`src/design/osdb_pkg.sv`:
```
// Types and constants of the run-length palette blitter
package osdb_pkg;

    typedef enum logic [1:0] {
        REQ_START   = 2'd0,
        REQ_PALETTE = 2'd1,
        REQ_BYTE    = 2'd2,
        REQ_PULL    = 2'd3
    } req_kind_t;

    typedef enum logic [1:0] {
        PH_LEN = 2'd0,
        PH_LOW = 2'd1,
        PH_IDX = 2'd2
    } parse_phase_t;

    localparam int CFG_AW = 4;

    localparam logic [1:0] REG_WINDOW_X      = 2'd0;
    localparam logic [1:0] REG_WINDOW_Y      = 2'd1;
    localparam logic [1:0] REG_WINDOW_WIDTH  = 2'd2;
    localparam logic [1:0] REG_ELEMENT_COUNT = 2'd3;

    localparam logic [10:0] WINDOW_WIDTH_RESET = 11'd720;

    typedef struct packed {
        logic [10:0] window_x;
        logic [10:0] window_y;
        logic [10:0] window_width;
        logic [20:0] element_count;
    } cfg_t;

    typedef struct packed {
        logic [1:0] req_type;
        logic [7:0] data_byte;
        logic [7:0] palette_index;
        logic [7:0] palette_red;
        logic [7:0] palette_green;
        logic [7:0] palette_blue;
        logic [7:0] palette_alpha;
    } req_item_t;

    typedef struct packed {
        logic        accepted;
        logic        pixel_valid;
        logic [20:0] pixel_address;
        logic [31:0] pixel_color;
        logic        out_of_bounds;
        logic        image_done;
    } res_item_t;

    typedef struct packed {
        logic        wr_en;
        logic [7:0]  wr_addr;
        logic [31:0] wr_data;
        logic        rd_en;
        logic [7:0]  rd_addr;
    } pal_access_t;

endpackage

```
`src/design/osdb_cfg.sv`:
```
// APB register file and precomputed window start addresses
module osdb_cfg #(
    parameter int FRAME_STRIDE = 1920,
    parameter int FRAME_ROWS   = 1080,
    parameter int ADDR_W       = 22
) (
    input  logic                      clk,
    input  logic                      rst_n,
    input  logic                      psel,
    input  logic                      penable,
    input  logic                      pwrite,
    input  logic [osdb_pkg::CFG_AW-1:0] paddr,
    input  logic [31:0]               pwdata,
    output logic [31:0]               prdata,
    output logic                      pready,
    output osdb_pkg::cfg_t            cfg,
    output logic [ADDR_W-1:0]         start_addr,
    output logic [ADDR_W-1:0]         start_wrap
);

    localparam int RAW_W = 11 + $clog2(FRAME_STRIDE) + 2;
    localparam logic [RAW_W-1:0] LIMIT_RAW = RAW_W'(FRAME_STRIDE * FRAME_ROWS);
    localparam logic [RAW_W-1:0] STRIDE_RAW = RAW_W'(FRAME_STRIDE);

    osdb_pkg::cfg_t     cfg_reg;
    logic [ADDR_W-1:0]  start_addr_reg;
    logic [ADDR_W-1:0]  start_wrap_reg;
    logic [RAW_W-1:0]   raw_addr;
    logic [RAW_W-1:0]   raw_wrap;
    logic               wr_en;
    logic [1:0]         reg_sel;

    assign pready  = 1'b1;
    assign wr_en   = psel && penable && pwrite;
    assign reg_sel = paddr[3:2];

    always_ff @(posedge clk or negedge rst_n)
    begin
        if (!rst_n)
        begin
            cfg_reg.window_x      <= '0;
            cfg_reg.window_y      <= '0;
            cfg_reg.window_width  <= osdb_pkg::WINDOW_WIDTH_RESET;
            cfg_reg.element_count <= '0;
        end
        else if (wr_en)
        begin
            case (reg_sel)
                osdb_pkg::REG_WINDOW_X:      cfg_reg.window_x      <= pwdata[10:0];
                osdb_pkg::REG_WINDOW_Y:      cfg_reg.window_y      <= pwdata[10:0];
                osdb_pkg::REG_WINDOW_WIDTH:  cfg_reg.window_width  <= pwdata[10:0];
                osdb_pkg::REG_ELEMENT_COUNT: cfg_reg.element_count <= pwdata[20:0];
                default: ;
            endcase
        end
    end

    always_comb
    begin
        case (reg_sel)
            osdb_pkg::REG_WINDOW_X:      prdata = {21'd0, cfg_reg.window_x};
            osdb_pkg::REG_WINDOW_Y:      prdata = {21'd0, cfg_reg.window_y};
            osdb_pkg::REG_WINDOW_WIDTH:  prdata = {21'd0, cfg_reg.window_width};
            osdb_pkg::REG_ELEMENT_COUNT: prdata = {11'd0, cfg_reg.element_count};
            default:                     prdata = '0;
        endcase
    end

    // start of window and start of its second row, both clamped to the frame end
    assign raw_addr = RAW_W'(cfg_reg.window_y) * STRIDE_RAW + RAW_W'(cfg_reg.window_x);
    assign raw_wrap = raw_addr + STRIDE_RAW;

    always_ff @(posedge clk)
    begin
        start_addr_reg <= (raw_addr > LIMIT_RAW) ? ADDR_W'(LIMIT_RAW) : ADDR_W'(raw_addr);
        start_wrap_reg <= (raw_wrap > LIMIT_RAW) ? ADDR_W'(LIMIT_RAW) : ADDR_W'(raw_wrap);
    end

    assign cfg        = cfg_reg;
    assign start_addr = start_addr_reg;
    assign start_wrap = start_wrap_reg;

endmodule

```
`config.mk`:
```
export PLATFORM = sky130hd
export DESIGN_NAME = osdb_cfg
export DESIGN_NICKNAME = d
export VERILOG_FILES = /design/src/design/osdb_pkg.sv /design/src/design/osdb_cfg.sv
export SDC_FILE = /design/constraint.sdc
export NUM_CORES = 1
export LEC_CHECK = 0
export ABC_CLOCK_PERIOD_IN_PS = 5500
export BUFFER_PORTS_ARGS = -buffer_cell sky130_fd_sc_hd__buf_2
export CAP_MARGIN = 20
export CORE_ASPECT_RATIO = 0.9
export CORE_UTILIZATION = 50
export CTS_CLUSTER_SIZE = 25
export DETAILED_ROUTE_END_ITERATION = 16
export PLACE_DENSITY = 0.89
export SLEW_MARGIN = 20
export SYNTH_ARGS = -nofsm -noshare
export SYNTH_HDL_FRONTEND = slang
export SYNTH_SLANG_ARGS = --single-unit
```
`constraint.sdc`:
```
create_clock -name clk -period 5.5 [get_ports clk]
set_input_delay 0 -clock clk [delete_from_list [all_inputs] [get_ports clk]]
set_output_delay 0 -clock clk [all_outputs]
set_load 0.1 [all_outputs]
```
==> results of run 1 <==
logic make-up (layout without fill, tap and decap cells):
logic type	after synthesis	in the layout	synth area share
muxes	58	58	0.126
and+or+nand+nor	156	156	0.158
adders and majority gates	44	44	0.114
DFF	98	98	0.364
other	2	14	0.00122
AOI/OAI and AO/OA	92	92	0.120
buffers and inverters	78	230	0.0638
xor gates and xnor gates	30	30	0.0520
final cells by class:
class	instances	area (sq um)	area share
multi-input combinational	394	3570	0.478
clock buffer	12	258	0.0345
sequential	98	2240	0.299
inverter	38	143	0.0191
timing repair buffer	176	1010	0.135
tap	160	200	0.0268
clock inverter	4	53.8	0.00720
metal layers:
layer	global-route usage	wire, um	vias to the layer above
met2	0.384	7340	213
met3	0.0516	921	31
met5	0	0	-
li1	-	-	2274
met1	0.311	6470	2437
met4	0.0759	338	0
what timing repair did:
action | 4_1_cts | 5_1_grt
gates resized for setup | 0 | 1
hold buffers | 22 | 0
hold endpoints to repair | 104 | 0
endpoints found under the setup margin | 0 | 12
buffers inserted | 0 | 0
through the flow:
step                       util  instances  instance area [sq um]  hold slack, ns  TNS (ns)
final                     0.621        882                   7470           0.283         0
after global routing      0.621        882                   7470           0.329   -0.0692
after CTS                 0.621        882                   7470           0.306         0
after detailed placement  0.576        844                   6930           0.159         0
after global placement    0.576        844                   6930           0.160         0
after floorplan               -        570                   6180          -0.296         0
worst min-delay path by stage:
stage	slack, ns	end	depth (start not counted)
after detailed placement	0.16	cfg[4]$_DFFE_PN0P_	2
after floorplan	-0.30	cfg[0]$_DFFE_PN0P_	0
after global placement	0.16	cfg[4]$_DFFE_PN0P_	2
after CTS	0.31	cfg[33]$_DFFE_PN0P_	5
final	0.28	cfg[33]$_DFFE_PN0P_	4
after global routing	0.33	cfg[42]$_DFFE_PN0P_	4
synth_stat cells (3+ instances only):
cell type   n  share of area
a211o_1     4         0.0057
a211oi_1    4         0.0049
a211oi_2    5          0.010
a21o_1      6         0.0073
a21oi_1    15          0.012
and2_1     16          0.016
and3_1     15          0.015
and4_1      4         0.0057
buf_1       3         0.0018
buf_2       3         0.0024
buf_4      21          0.026
clkbuf_1   10         0.0061
dfrtp_1    50           0.20
dfstp_2     4          0.017
dfxtp_1    44           0.14
fa_1       20          0.065
ha_1       24          0.049
inv_1      38          0.023
mux2_2     46          0.084
mux4_2     11          0.040
nand2_1    34          0.021
nand3_1    12         0.0098
nand4_1     6         0.0061
nor2_1     13         0.0079
nor2b_1     3         0.0031
nor3_1      9         0.0073
nor3_2      5         0.0082
nor3b_1     8         0.0098
nor3b_2     5          0.010
o211ai_1    6         0.0073
o21a_1      3         0.0037
o21ai_0    13          0.011
o21ai_1     5         0.0041
o311ai_0    3         0.0043
or2_2       3         0.0031
or3_1       3         0.0031
xnor2_1    11          0.016
xnor2_2     3         0.0079
xor2_1     14          0.020
worst register-to-register path, cell delays in order (launching register included):
cell and delay [ns]:
dfrtp_1 0.44, fa_1 0.52, fa_1 0.53, inv_1 0.06
fa_1 0.48, inv_1 0.04, ha_2 0.43, o21ai_0 0.11
o21ba_1 0.21, or2_2 0.36, xnor2_4 0.30, and3_1 0.30
o21ai_1 0.20, a211oi_2 0.27, xor2_1 0.15, nor4_4 0.38
buf_4 0.29, nor3b_1 0.08
==> results.sh, run 1 <==
export IMPL_rr_endpoint="start_wrap[2]$_SDFF_PN0_"
export IMPL_startpoint_type="register"
export IMPL_r2r_slack_ns=0.22
export IMPL_hold_class="input port to register"
export IMPL_crit_type="register to register"
export IMPL_insertion_delay_ns=0.35
export IMPL_cp_num_buf_inv=3
export IMPL_crit_chain="fa_1, fa_1, inv_1, fa_1, inv_1, ha_2, o21ai_0, o21ba_1, or2_2, xnor2_4, and3_1, o21ai_1, a211oi_2, xor2_1, nor4_4, buf_4, nor3b_1"
export IMPL_htreeDepth=3
export IMPL_finalHoldViolations=0
export IMPL_worst_slack_ns=0.216
export IMPL_fin_crit_ns=5.28
export IMPL_root_buffer="clkbuf_16"
export IMPL_antenna_cells=0
export IMPL_grtUsageTotal=0.235
export IMPL_clock_fmax_ghz=0.189
export IMPL_critPathLaunch="cfg[33]$_DFFE_PN0P_"
export IMPL_dieWidth_um=119
export IMPL_final_max_slew_viol_count=0
export IMPL_synth_ff_type="dfrtp_1"
export IMPL_synth_edf_count=0
export IMPL_maxSlewHeadroom=0.267
export IMPL_path_clk_slew_ns=0.07
export IMPL_finalCritPeriodShare=0.961
export IMPL_tightest_slew_ns=1.10
export IMPL_cts_made_buffers=9
export IMPL_drive_gt1_frac=0.380
export IMPL_synth_area_sq_um=6140
export IMPL_maxCapViolCount=0
export IMPL_fin_worst_skew_ns=0.0117
export IMPL_num_nets_final=802
export IMPL_end_kind="register"
export IMPL_max_stage_delay_ns=0.53
export IMPL_place_hpwl_mm=10.3
export IMPL_crit_fanout=12
export IMPL_critPathTopFamily="adder cells"
export IMPL_fillCellCount=918
export IMPL_cp_endpoint="start_wrap[2]$_SDFF_PN0_"
export IMPL_mostFrequentLayoutCell="buf_2"
export IMPL_status="finished, final reports clean"
export IMPL_async_flop_share=0.551
export IMPL_cts_sinks=98
export IMPL_core_area_sq_um=12000
export IMPL_syn_area_per_cell_sq_um=11.0
export IMPL_hp_start="penable"
export IMPL_largest_register_ffs=54
export IMPL_drt_wl_total_mm=15.1
export IMPL_area_growth_pct=21.7
export IMPL_yosys_warnings=0
export IMPL_globalplace_congestion=0.880
export IMPL_drc=0
export IMPL_avgRoutedWirePerCell_um=17.1
export IMPL_cts_buffer_depth=2
export IMPL_grt_max_degree=55
export IMPL_dr_pass1_iters=5
export IMPL_overflow=0
export IMPL_start_util=0.510
export IMPL_ys_seq_area_frac=0.364
export IMPL_antenna_found_initial=0
export IMPL_ios=172
export IMPL_r2r_start="cfg[33]$_DFFE_PN0P_"
export IMPL_grt_pass1_vias=4598
export IMPL_dpl_worst_slack_ns=0.238
export IMPL_arrival_ns=5.51
export IMPL_grt_pass1_wl_mm=23.6
export IMPL_die_h_um=107
export IMPL_synth_cells=558
export IMPL_layout_common_cells="146 x buf_2, 50 x dfrtp_1, 46 x mux2_2"
export IMPL_setup_viol=0
export IMPL_rows=38
export IMPL_slowest_stage="fa_1"
export IMPL_synth_seq_cells=98
export IMPL_ant_nets=0
export IMPL_die_area_sq_um=12700
export IMPL_crit_top_cell="fa_1"
export IMPL_drt_iter0_drc=415
export IMPL_cts_tree="built"
export IMPL_cp_num_cells=17
export IMPL_required_ns=5.73
export IMPL_r2r_cells=17
export IMPL_port_buffers=146
export IMPL_via_count=4955
export IMPL_synth_cell_types=82
export IMPL_avgViaCountPerCell=5.62
Power of run 1 is not shown: default switching activity piles up to over one toggle a cycle in this logic, so the estimate is an artifact.
==> run 2: changes to the inputs <==
--- a/config.mk
+++ b/config.mk
@@ -12,7 +12,10 @@
 export CORE_UTILIZATION = 50
 export CTS_CLUSTER_SIZE = 25
 export DETAILED_ROUTE_END_ITERATION = 16
+export GPL_TIMING_DRIVEN = 0
+export HOLD_SLACK_MARGIN = 0.15
 export PLACE_DENSITY = 0.89
+export SKIP_LAST_GASP = 1
 export SLEW_MARGIN = 20
 export SYNTH_ARGS = -nofsm -noshare
 export SYNTH_HDL_FRONTEND = slang
==> run 2 against run 1 <==
Effect of this change:
- cell area up 2.6%
- die area unchanged
- sequential share of layout area down 0.75 points
- global-route usage up 1.1 points
- first-iteration DRC count down 13%
- critical path type unchanged
- via count up 3.9%
- flip-flop and latch count unchanged
- critical path depth up 2
- worst setup slack worse by 0.074 ns
- non-clock buffer count up 33
- register-to-register slack worse by 0.07 ns
- wire length up 4.6%
==> results.sh, run 2 (synthesis gave the netlist of run 1 again) <==
export IMPL_path_clk_slew_ns=0.08
export IMPL_avgViaCountPerCell=5.62
export IMPL_arrival_ns=5.60
export IMPL_via_count=5146
export IMPL_grt_max_degree=55
export IMPL_r2r_start="cfg[32]$_DFFE_PN0P_"
export IMPL_cts_buffer_depth=2
export IMPL_grtUsageTotal=0.246
export IMPL_num_nets_final=835
export IMPL_post_place_cells=874
export IMPL_htreeDepth=3
export IMPL_startpoint_type="register"
export IMPL_place_hpwl_mm=11.0
export IMPL_hp_start="paddr[3]"
export IMPL_whs_endpoint="cfg[31]$_DFFE_PN0P_"
export IMPL_largest_register_ffs=54
export IMPL_fin_worst_skew_ns=0.0136
export IMPL_cts_sinks=98
export IMPL_mostFrequentLayoutCell="buf_2"
export IMPL_whs_path_depth=3
export IMPL_r2r_cells=19
export IMPL_start_util=0.510
export IMPL_core_area_sq_um=12000
export IMPL_globalplace_congestion=0.860
export IMPL_die_area_sq_um=12700
export IMPL_grt_pass1_wl_mm=24.5
export IMPL_overflow=0
export IMPL_port_buffers=144
export IMPL_dr_pass1_iters=5
export IMPL_status="finished, final reports clean"
export IMPL_avgRoutedWirePerCell_um=17.2
export IMPL_maxSlewHeadroom=0.412
export IMPL_die_h_um=107
export IMPL_rows=38
export IMPL_setup_viol=0
export IMPL_r2r_slack_ns=0.14
export IMPL_drc=0
export IMPL_layout_common_cells="146 x buf_2, 50 x dfrtp_1, 46 x mux2_2"
export IMPL_drt_iter0_drc=359
export IMPL_hold_class="input port to register"
export IMPL_maxCapViolCount=0
export IMPL_tightest_slew_ns=0.883
export IMPL_drt_wl_total_mm=15.8
export IMPL_dieWidth_um=119
export IMPL_ant_nets=0
export IMPL_grt_pass1_vias=4964
export IMPL_stdcell_count=915
export IMPL_area_growth_pct=24.9
export IMPL_drive_gt1_frac=0.393
export IMPL_required_ns=5.74
export IMPL_rr_endpoint="start_wrap[11]$_SDFF_PN0_"
export IMPL_antenna_found_initial=0
export IMPL_finalHoldViolations=0
export IMPL_cts_made_buffers=9
export IMPL_ios=172
export IMPL_cts_tree="built"
export IMPL_end_kind="register"
export IMPL_crit_fanout=10
export IMPL_clock_fmax_ghz=0.187
export IMPL_root_buffer="clkbuf_16"
export IMPL_finalCritPeriodShare=0.974
export IMPL_crit_type="register to register"
export IMPL_final_max_slew_viol_count=0
export IMPL_antenna_cells=0
export IMPL_fin_crit_ns=5.36
export IMPL_rsz0062_at_grt="true"
export IMPL_insertion_delay_ns=0.36
## run 2: cell types whose count changed in the layout (fill, tap and decap cells not counted), moves of 2 or more
cell      before  now
buf_1          0    3
buf_6          0    2
inv_6          2    4
clkbuf_1       2    9
buf_4          8   26
## run 2: how the worst max path moves through the flow
stage	depth (start not counted)	slack (ns)	start	end
6_report	19	0.14	cfg[32]$_DFFE_PN0P_	start_wrap[11]$_SDFF_PN0_
5_1_grt	19	-0.05	cfg[32]$_DFFE_PN0P_	start_wrap[11]$_SDFF_PN0_
4_1_cts	19	0.02	cfg[32]$_DFFE_PN0P_	start_wrap[11]$_SDFF_PN0_
3_5_place_dp	19	0.04	cfg[32]$_DFFE_PN0P_	start_wrap[11]$_SDFF_PN0_
3_3_place_gp	18	0.16	cfg[32]$_DFFE_PN0P_	start_wrap[3]$_SDFF_PN0_
2_1_floorplan	18	0.02	cfg[32]$_DFFE_PN0P_	start_wrap[3]$_SDFF_PN0_
## run 2: what timing repair did
item                                    CTS  global route
endpoints found under the setup margin    0            24
resized for setup                         0             7
buffers inserted                          0             4
endpoints found under the hold margin   108             0
hold buffers                             22             0
## run 2: through the flow
step           worst slack, ns  cell area (sq um)  hold WS [ns]   util  TNS (ns)
6_report                 0.143               7670         0.191  0.637         0
5_1_grt                -0.0456               7670         0.203  0.637    -0.322
4_1_cts                 0.0197               7610         0.158  0.633         0
3_5_place_dp            0.0427               7110        0.0759  0.591         0
3_3_place_gp             0.156               7110         0.231  0.591         0
2_1_floorplan           0.0205               6180        -0.296      -         0
## run 2: critical path: stages, from the launching register on
cell and delay (ns):
dfrtp_1 0.51, fa_1 0.57, fa_1 0.53, inv_1 0.06
fa_1 0.47, inv_1 0.04, ha_1 0.26, buf_2 0.20
o21ai_0 0.11, o21ba_1 0.21, or2_2 0.36, xnor2_4 0.26
o2111ai_2 0.22, mux2_2 0.33, nor4b_2 0.28, o21ai_1 0.16
nor4_4 0.27, buf_4 0.18, buf_6 0.17, nor3_2 0.06
## run 2: per-layer routing
metal  GRT usage  part of all wire  up-vias
li1            -                 -     2349
met1       0.303              0.41     2495
met2       0.410              0.49      255
met3      0.0644             0.073       47
met4       0.101             0.025        0
met5           0                 0        -
## run 2: final cells by class
cell class,instances,area [sq um]
multi-input cells,394,3590
fillers,884,4360
clock buffers,9,225
flip-flops and latches,98,2240
clock inverters,7,56.3
plain buffers,39,245
repair buffers,170,973
inverters,38,143
well taps,160,200
Power of run 2 is left out for the same reason.
