**config.mk**
```make
export PLATFORM = sky130hd
export DESIGN_NAME = osdb_core_flat
export DESIGN_NICKNAME = d
export VERILOG_FILES = /design/src/design/osdb_pkg.sv /design/src/design/osdb_if.sv /design/src/design/osdb_core.sv /design/src/flat_wrapper.sv
export SDC_FILE = /design/constraint.sdc
export NUM_CORES = 1
export LEC_CHECK = 0
export BUFFER_PORTS_ARGS = -buffer_cell sky130_fd_sc_hd__buf_4
export CORE_ASPECT_RATIO = 0.8
export CORE_UTILIZATION = 58
export DETAILED_ROUTE_END_ITERATION = 6
export PLACE_DENSITY_LB_ADDON = 0.1
export SLEW_MARGIN = 20
export SYNTH_ARGS = -nofsm -noshare
export SYNTH_HDL_FRONTEND = slang
export SYNTH_SLANG_ARGS = --single-unit
```
**constraint.sdc**
```tcl
create_clock -name clk -period 7.69 [get_ports clk]
set_input_delay 2.307 -clock clk [delete_from_list [all_inputs] [get_ports clk]]
set_output_delay 2.307 -clock clk [all_outputs]
set_load 0.1 [all_outputs]
```
**src/design/osdb_pkg.sv**
```systemverilog
// Types and constants of the run-length palette blitter
package osdb_pkg;

    typedef enum logic [1:0] {
        REQ_START   = 2'd0,
        REQ_PALETTE = 2'd1,
        REQ_BYTE    = 2'd2,
        REQ_PULL    = 2'd3
    } req_kind_t;

    typedef enum logic [1:0] {
        PH_LEN = 2'd0,
        PH_LOW = 2'd1,
        PH_IDX = 2'd2
    } parse_phase_t;

    localparam int CFG_AW = 4;

    localparam logic [1:0] REG_WINDOW_X      = 2'd0;
    localparam logic [1:0] REG_WINDOW_Y      = 2'd1;
    localparam logic [1:0] REG_WINDOW_WIDTH  = 2'd2;
    localparam logic [1:0] REG_ELEMENT_COUNT = 2'd3;

    localparam logic [10:0] WINDOW_WIDTH_RESET = 11'd720;

    typedef struct packed {
        logic [10:0] window_x;
        logic [10:0] window_y;
        logic [10:0] window_width;
        logic [20:0] element_count;
    } cfg_t;

    typedef struct packed {
        logic [1:0] req_type;
        logic [7:0] data_byte;
        logic [7:0] palette_index;
        logic [7:0] palette_red;
        logic [7:0] palette_green;
        logic [7:0] palette_blue;
        logic [7:0] palette_alpha;
    } req_item_t;

    typedef struct packed {
        logic        accepted;
        logic        pixel_valid;
        logic [20:0] pixel_address;
        logic [31:0] pixel_color;
        logic        out_of_bounds;
        logic        image_done;
    } res_item_t;

    typedef struct packed {
        logic        wr_en;
        logic [7:0]  wr_addr;
        logic [31:0] wr_data;
        logic        rd_en;
        logic [7:0]  rd_addr;
    } pal_access_t;

endpackage

```
**src/design/osdb_if.sv**
```systemverilog
// Request and result channel interfaces
interface osdb_req_if;
    logic       valid;
    logic       ready;
    logic [1:0] req_type;
    logic [7:0] data_byte;
    logic [7:0] palette_index;
    logic [7:0] palette_red;
    logic [7:0] palette_green;
    logic [7:0] palette_blue;
    logic [7:0] palette_alpha;

    modport source (
        output valid, req_type, data_byte, palette_index,
               palette_red, palette_green, palette_blue, palette_alpha,
        input  ready
    );
    modport sink (
        input  valid, req_type, data_byte, palette_index,
               palette_red, palette_green, palette_blue, palette_alpha,
        output ready
    );
endinterface

interface osdb_res_if;
    logic        valid;
    logic        ready;
    logic        accepted;
    logic        pixel_valid;
    logic [20:0] pixel_address;
    logic [31:0] pixel_color;
    logic        out_of_bounds;
    logic        image_done;

    modport source (
        output valid, accepted, pixel_valid, pixel_address, pixel_color,
               out_of_bounds, image_done,
        input  ready
    );
    modport sink (
        input  valid, accepted, pixel_valid, pixel_address, pixel_color,
               out_of_bounds, image_done,
        output ready
    );
endinterface

```
**src/design/osdb_core.sv**
```systemverilog
// Request stage, run decoder, pixel address generator and result register
module osdb_core #(
    parameter int FRAME_STRIDE  = 1920,
    parameter int FRAME_ROWS    = 1080,
    parameter int PALETTE_DEPTH = 256,
    parameter int ADDR_W        = 22
) (
    input  logic                   clk,
    input  logic                   rst_n,
    osdb_req_if.sink               req,
    osdb_res_if.source             rsp,
    input  osdb_pkg::cfg_t         cfg,
    input  logic [ADDR_W-1:0]      start_addr,
    input  logic [ADDR_W-1:0]      start_wrap,
    output osdb_pkg::pal_access_t  pal_acc,
    input  logic [31:0]            pal_rd_data
);

    localparam logic [ADDR_W-1:0] LIMIT    = ADDR_W'(FRAME_STRIDE * FRAME_ROWS);
    localparam logic [ADDR_W:0]   LIMIT_X  = (ADDR_W+1)'(FRAME_STRIDE * FRAME_ROWS);
    localparam logic [ADDR_W:0]   STRIDE_X = (ADDR_W+1)'(FRAME_STRIDE);
    localparam logic [8:0]        DEPTH_X  = 9'(PALETTE_DEPTH);

    // request stage
    logic                  s1_valid_reg;
    osdb_pkg::req_item_t   s1_item_reg;
    logic                  s1_idx_ok_reg;

    // decoder state
    osdb_pkg::parse_phase_t phase_reg, phase_next;
    logic [14:0]           pend_reg, pend_next;
    logic [14:0]           run_reg, run_next;
    logic [31:0]           color_reg, color_next;
    logic [ADDR_W-1:0]     wa_reg, wa_next;
    logic [ADDR_W-1:0]     wrap_addr_reg, wrap_addr_next;
    logic [10:0]           col_reg, col_next;
    logic [20:0]           elem_reg, elem_next;

    // result stage
    logic                  out_valid_reg;
    osdb_pkg::res_item_t   out_reg;
    osdb_pkg::res_item_t   res;

    logic                  out_free;
    logic                  s1_go;
    logic                  accept;
    osdb_pkg::req_kind_t   kind_in;
    osdb_pkg::req_kind_t   kind;

    logic                  run_active;
    logic                  wrap_now;
    logic [ADDR_W:0]       wrap_sum;
    logic [ADDR_W-1:0]     wrap_step;
    logic [ADDR_W-1:0]     pix_addr;
    logic                  pix_oob;

    assign out_free  = !out_valid_reg || rsp.ready;
    assign s1_go     = s1_valid_reg && out_free;
    assign req.ready = !s1_valid_reg || out_free;
    assign accept    = req.valid && req.ready;
    assign kind_in   = osdb_pkg::req_kind_t'(req.req_type);
    assign kind      = osdb_pkg::req_kind_t'(s1_item_reg.req_type);

    // palette is written and read as the request is taken, so order is kept
    always_comb
    begin
        pal_acc.wr_en   = accept && (kind_in == osdb_pkg::REQ_PALETTE)
                          && ({1'b0, req.palette_index} < DEPTH_X);
        pal_acc.wr_addr = req.palette_index;
        pal_acc.wr_data = {req.palette_blue, req.palette_green,
                           req.palette_red, req.palette_alpha};
        pal_acc.rd_en   = accept && (kind_in == osdb_pkg::REQ_BYTE);
        pal_acc.rd_addr = req.data_byte;
    end

    always_ff @(posedge clk or negedge rst_n)
    begin
        if (!rst_n)
        begin
            s1_valid_reg <= 1'b0;
        end
        else if (req.ready)
        begin
            s1_valid_reg <= req.valid;
        end
    end

    always_ff @(posedge clk)
    begin
        if (accept)
        begin
            s1_item_reg.req_type      <= req.req_type;
            s1_item_reg.data_byte     <= req.data_byte;
            s1_item_reg.palette_index <= req.palette_index;
            s1_item_reg.palette_red   <= req.palette_red;
            s1_item_reg.palette_green <= req.palette_green;
            s1_item_reg.palette_blue  <= req.palette_blue;
            s1_item_reg.palette_alpha <= req.palette_alpha;
            s1_idx_ok_reg             <= {1'b0, req.data_byte} < DEPTH_X;
        end
    end

    // pixel address: on a wrap the next row start is already held in wrap_addr_reg
    assign run_active = run_reg != '0;
    assign wrap_now   = col_reg >= cfg.window_width;
    assign wrap_sum   = {1'b0, wrap_addr_reg} + STRIDE_X;
    assign wrap_step  = (wrap_sum > LIMIT_X) ? LIMIT : wrap_sum[ADDR_W-1:0];
    assign pix_addr   = (wrap_now && (wa_reg < LIMIT)) ? wrap_addr_reg : wa_reg;
    assign pix_oob    = pix_addr >= LIMIT;

    // next state
    always_comb
    begin
        phase_next     = phase_reg;
        pend_next      = pend_reg;
        run_next       = run_reg;
        color_next     = color_reg;
        wa_next        = wa_reg;
        wrap_addr_next = wrap_addr_reg;
        col_next       = col_reg;
        elem_next      = elem_reg;
        case (kind)
            osdb_pkg::REQ_START:
            begin
                phase_next     = osdb_pkg::PH_LEN;
                pend_next      = '0;
                run_next       = '0;
                color_next     = '0;
                wa_next        = start_addr;
                wrap_addr_next = start_wrap;
                col_next       = '0;
                elem_next      = cfg.element_count;
            end
            osdb_pkg::REQ_BYTE:
            begin
                if (!run_active && (elem_reg != '0))
                begin
                    case (phase_reg)
                        osdb_pkg::PH_LEN:
                        begin
                            if (s1_item_reg.data_byte[7])
                            begin
                                pend_next  = {s1_item_reg.data_byte[6:0], 8'h00};
                                phase_next = osdb_pkg::PH_LOW;
                            end
                            else
                            begin
                                pend_next  = {8'h00, s1_item_reg.data_byte[6:0]};
                                phase_next = osdb_pkg::PH_IDX;
                            end
                        end
                        osdb_pkg::PH_LOW:
                        begin
                            pend_next  = {pend_reg[14:8], s1_item_reg.data_byte};
                            phase_next = osdb_pkg::PH_IDX;
                        end
                        osdb_pkg::PH_IDX:
                        begin
                            color_next = s1_idx_ok_reg ? pal_rd_data : 32'd0;
                            run_next   = pend_reg;
                            elem_next  = elem_reg - 21'd1;
                            phase_next = osdb_pkg::PH_LEN;
                        end
                        default:
                        begin
                            phase_next = osdb_pkg::PH_LEN;
                        end
                    endcase
                end
            end
            osdb_pkg::REQ_PULL:
            begin
                if (run_active)
                begin
                    if (wrap_now)
                    begin
                        wrap_addr_next = wrap_step;
                    end
                    wa_next  = pix_oob ? pix_addr : pix_addr + 1'b1;
                    col_next = (wrap_now ? 11'd0 : col_reg) + 11'd1;
                    run_next = run_reg - 15'd1;
                end
            end
            default: ;
        endcase
    end

    // result of the request in the stage
    always_comb
    begin
        res.accepted      = 1'b1;
        res.pixel_valid   = 1'b0;
        res.pixel_address = '0;
        res.pixel_color   = '0;
        res.out_of_bounds = 1'b0;
        case (kind)
            osdb_pkg::REQ_BYTE:
            begin
                res.accepted = !run_active;
            end
            osdb_pkg::REQ_PULL:
            begin
                if (run_active)
                begin
                    res.out_of_bounds = pix_oob;
                    res.pixel_valid   = !pix_oob;
                    if (!pix_oob)
                    begin
                        res.pixel_address = 21'(pix_addr);
                        res.pixel_color   = color_reg;
                    end
                end
            end
            default: ;
        endcase
        res.image_done = (elem_next == '0) && (run_next == '0);
    end

    always_ff @(posedge clk or negedge rst_n)
    begin
        if (!rst_n)
        begin
            phase_reg     <= osdb_pkg::PH_LEN;
            pend_reg      <= '0;
            run_reg       <= '0;
            color_reg     <= '0;
            wa_reg        <= '0;
            wrap_addr_reg <= '0;
            col_reg       <= '0;
            elem_reg      <= '0;
        end
        else if (s1_go)
        begin
            phase_reg     <= phase_next;
            pend_reg      <= pend_next;
            run_reg       <= run_next;
            color_reg     <= color_next;
            wa_reg        <= wa_next;
            wrap_addr_reg <= wrap_addr_next;
            col_reg       <= col_next;
            elem_reg      <= elem_next;
        end
    end

    always_ff @(posedge clk or negedge rst_n)
    begin
        if (!rst_n)
        begin
            out_valid_reg <= 1'b0;
        end
        else if (out_free)
        begin
            out_valid_reg <= s1_valid_reg;
        end
    end

    always_ff @(posedge clk)
    begin
        if (s1_go)
        begin
            out_reg <= res;
        end
    end

    assign rsp.valid         = out_valid_reg;
    assign rsp.accepted      = out_reg.accepted;
    assign rsp.pixel_valid   = out_reg.pixel_valid;
    assign rsp.pixel_address = out_reg.pixel_address;
    assign rsp.pixel_color   = out_reg.pixel_color;
    assign rsp.out_of_bounds = out_reg.out_of_bounds;
    assign rsp.image_done    = out_reg.image_done;

endmodule

```
**src/flat_wrapper.sv**
```systemverilog
// flat-port wrapper written by rule: the top's interface ports become plain ports
module osdb_core_flat 
#(
    parameter int FRAME_STRIDE  = 1920,
    parameter int FRAME_ROWS    = 1080,
    parameter int PALETTE_DEPTH = 256,
    parameter int ADDR_W        = 22
)
  (clk, rst_n, cfg, start_addr, start_wrap, pal_acc, pal_rd_data, req_valid, req_req_type, req_data_byte, req_palette_index, req_palette_red, req_palette_green, req_palette_blue, req_palette_alpha, req_ready, rsp_valid, rsp_accepted, rsp_pixel_valid, rsp_pixel_address, rsp_pixel_color, rsp_out_of_bounds, rsp_image_done, rsp_ready);
  osdb_req_if req_i ();
  osdb_res_if rsp_i ();
  input  logic clk;
  input  logic rst_n;
  input  osdb_pkg::cfg_t cfg;
  input  logic [ADDR_W-1:0] start_addr;
  input  logic [ADDR_W-1:0] start_wrap;
  output osdb_pkg::pal_access_t pal_acc;
  input  logic [31:0] pal_rd_data;
  input wire logic [$bits(req_i.valid)-1:0] req_valid;
  input wire logic [$bits(req_i.req_type)-1:0] req_req_type;
  input wire logic [$bits(req_i.data_byte)-1:0] req_data_byte;
  input wire logic [$bits(req_i.palette_index)-1:0] req_palette_index;
  input wire logic [$bits(req_i.palette_red)-1:0] req_palette_red;
  input wire logic [$bits(req_i.palette_green)-1:0] req_palette_green;
  input wire logic [$bits(req_i.palette_blue)-1:0] req_palette_blue;
  input wire logic [$bits(req_i.palette_alpha)-1:0] req_palette_alpha;
  output wire logic [$bits(req_i.ready)-1:0] req_ready;
  output wire logic [$bits(rsp_i.valid)-1:0] rsp_valid;
  output wire logic [$bits(rsp_i.accepted)-1:0] rsp_accepted;
  output wire logic [$bits(rsp_i.pixel_valid)-1:0] rsp_pixel_valid;
  output wire logic [$bits(rsp_i.pixel_address)-1:0] rsp_pixel_address;
  output wire logic [$bits(rsp_i.pixel_color)-1:0] rsp_pixel_color;
  output wire logic [$bits(rsp_i.out_of_bounds)-1:0] rsp_out_of_bounds;
  output wire logic [$bits(rsp_i.image_done)-1:0] rsp_image_done;
  input wire logic [$bits(rsp_i.ready)-1:0] rsp_ready;
  assign req_i.valid = req_valid;
  assign req_i.req_type = req_req_type;
  assign req_i.data_byte = req_data_byte;
  assign req_i.palette_index = req_palette_index;
  assign req_i.palette_red = req_palette_red;
  assign req_i.palette_green = req_palette_green;
  assign req_i.palette_blue = req_palette_blue;
  assign req_i.palette_alpha = req_palette_alpha;
  assign req_ready = req_i.ready;
  assign rsp_valid = rsp_i.valid;
  assign rsp_accepted = rsp_i.accepted;
  assign rsp_pixel_valid = rsp_i.pixel_valid;
  assign rsp_pixel_address = rsp_i.pixel_address;
  assign rsp_pixel_color = rsp_i.pixel_color;
  assign rsp_out_of_bounds = rsp_i.out_of_bounds;
  assign rsp_image_done = rsp_i.image_done;
  assign rsp_i.ready = rsp_ready;
  osdb_core #(.FRAME_STRIDE(FRAME_STRIDE), .FRAME_ROWS(FRAME_ROWS), .PALETTE_DEPTH(PALETTE_DEPTH), .ADDR_W(ADDR_W)) u_core (.clk(clk), .rst_n(rst_n), .req(req_i), .rsp(rsp_i), .cfg(cfg), .start_addr(start_addr), .start_wrap(start_wrap), .pal_acc(pal_acc), .pal_rd_data(pal_rd_data));
endmodule
```
==> flow_summary.yaml <==
outcome:
  status: "finished, final reports clean"
die:
  core_sq_um: 20000
  io_pins: 293
  rows: 46
  die_area_sq_um: 21300
  start_util_pct: 59.9
  die_h_um: 131
  die_x_um: 163
sta:
  hold_violations: 0
  finalSetupViolations: 0
  worstMarginPinSlew_ns: 1.12
  fin_setup_tns_ns: 0
  clock-skew-final_ns: 0.00992
  relSlewSlack_pct: 25.2
  period_needed_ns: 5.50
  rsz0062_at_grt: "no"
  fmaxAchievable_mhz: 182
  slew_viol_final: 0
  period_share_pct: 71.5
global_route:
  grt_overflow: 0
  grt_pass1_wl_um: 51400
  grt_max_degree: 89
  antenna_found_initial: 0
  first_global_vias: 9559
  gr-usage-all-layers_pct: 30.6
logic_synthesis:
  async_flop_share_pct: 67.9
  synthFlopType: "dfrtp_1"
  yosysUniqueCellTypes: 78
  syn_nets: 1522
  synthXorXnorAreaFrac_pct: 2.56
  ys_ff_latch: 209
  yosys.area_share.simple_pct: 20.6
  synth_compound_area_share_pct: 18.8
  syn_area_sq_um: 12000
  yosys.area_share.adder_pct: 2.19
  synth-seq-area-share_pct: 46.4
  avgSynthCellArea_sq_um: 9.11
  synthCells: 1317
  yosys-top-cells-area: "dfrtp_1 30%, edfxtp_1 17%, nand2_1 6.2%"
  synth_top_area_share_pct: 29.6
  synth_top_family_by_area: "simple AND/OR/NAND/NOR gates"
  synth_common_cells: "197 x nand2_1, 142 x dfrtp_1, 88 x nor2_1"
  synth_most_common_cell: "nand2_1"
  synth-edff-count: 67
  synth.mux.area_fraction_pct: 2.48
  yosys_warnings: 0
  yosysTopAreaCell: "dfrtp_1"
final_layout:
  syn2layout_area_growth_pct: 17.0
  stdcell_count: 1702
  finalInstanceArea_sq_um: 14000
  multi_input_area_sq_um: 5620
  final_core_util_pct: 70.1
  nets: 1627
  drive_above_1_share_pct: 18.1
  n_antenna_cell: 0
  n_fill_cell: 1574
  seqCellArea_sq_um: 5570
clock_network:
  cts.repair.resized: 0
  postCtsSetupBuffers: 0
  numCtsBuffers: 22
  cts_buffer_depth: 3
  clk_latency_ns: 0.51
  tritoncts: "yes"
  cts_root_buffer: "clkbuf_16"
  h-tree-depth: 1
  postCtsHoldBufs: 0
  cts.sinks: 209
  path_clk_slew_ns: 0.06
detailed_routing:
  drtIter0Drc: 1206
  via_count: 10700
  wire_per_inst_um: 19.3
  drtAntennaViolNets: 0
  first_pass_iters: 6
  drc: 0
  wirelength_um: 32800
  viasPerCell: 6.26
setup_path:
  worstPathArrival_ns: 3.19
  worstPathRequired_ns: 5.38
  path_class: "input pin to output pin"
  critPathLaunchType: "input pin"
  crit_fanout: 3
  endpoint_kind: "output pin"
place:
  dp.cells: 1662
  hpwl_um: 22300
  io_buffers: 190
  finalWeightedCongestion: 0.942
  post_dp_cell_area_sq_um: 13200
flow_run:
  max_cap_viol_count: 0
power_and_ir_drop:
  power.density_nw_per_um2: 288
  power.total_w: 0.00404
  power.leakage_nw: 6.08
  vdd_drop_max_mv: 0.230
min_path:
  holdCritPathClass: "register to register"
-- final cells by class --
cell class	instances	area share, %
clock inverters	11	1.29
clock buffers	29	4.47
well taps	264	2.35
flip-flops and latches	209	39.6
repair buffers	204	10.9
multi-input cells	937	40.0
inverters	48	1.28
-- power breakdown --
group / leakage, nW / internal, W / total [W] / switching (W)
combinational: 3.20 / 0.000436 / 0.00122 / 0.000782
clock: 0.397 / 0.000742 / 0.00119 / 0.000446
sequential: 2.48 / 0.00136 / 0.00164 / 0.000278
-- placed cells by master (no fill, tap or decap), types with 12 or more instances in the layout --
cell	count
and2_1	40
nor2_1	87
nor3_1	32
nand2_1	197
nor4_1	14
edfxtp_1	67
clkbuf_16	23
ha_1	20
mux2i_1	23
nand4_1	12
a21oi_1	80
nand3_1	24
or4_1	12
o21ai_1	44
o21ai_0	70
nand2b_1	12
inv_1	45
dfrtp_1	142
buf_4	203
o22ai_1	13
xnor2_1	26
a21o_1	12
a22o_1	33
and3_1	27
-- cell families (layout without fill, tap and decap cells) --
kind of cell	Yosys count	in the layout
simple gates	504	504
buf+inv	171	292
mux	29	29
compound gates	348	348
xor+xnor	35	35
flops	209	209
fa+ha+maj	21	21
-- critical path: stages --
cell and delay, ns:
buf_4 0.08, nand3b_1 0.13, nand2_1 0.13, nor3b_1 0.22, buf_4 0.32
-- stage by stage --
step	hold slack, ns	setup slack (ns)
after floorplan	0.442	-0.154
after global placement	0.454	1.90
after detailed placement	0.463	1.88
after CTS	0.476	2.17
after global routing	0.499	2.05
final	0.473	2.19
-- final timing paths --
path / cells past startpoint / from / slack [ns] / to
setup / recovery: 5 / rsp_ready / 2.19 / pal_acc[8]
hold / removal: 2 / u_core.color_reg[3] / 0.47 / u_core.color_reg[3]
setup reg to reg: 11 / u_core.run_reg[0] / 2.63 / u_core.rsp.image_done
hold reg to reg: 2 / u_core.color_reg[3] / 0.47 / u_core.color_reg[3]
max in group asynchronous: 2 / rst_n / 4.51 / u_core.rsp.valid
min in group asynchronous: 1 / rst_n / 1.85 / u_core.wrap_addr_reg[17]
-- layer usage --
layer	vias to the layer above	track usage, %	part of all wire [%]	wire, um
met4	0	8.52	2.3	757
met3	77	6.85	11	3620
met2	568	44.9	43	14100
li1	4942	-	-	-
met5	-	0	0	0
met1	5067	45.5	43	14200
(Power assumes the default switching activity.)
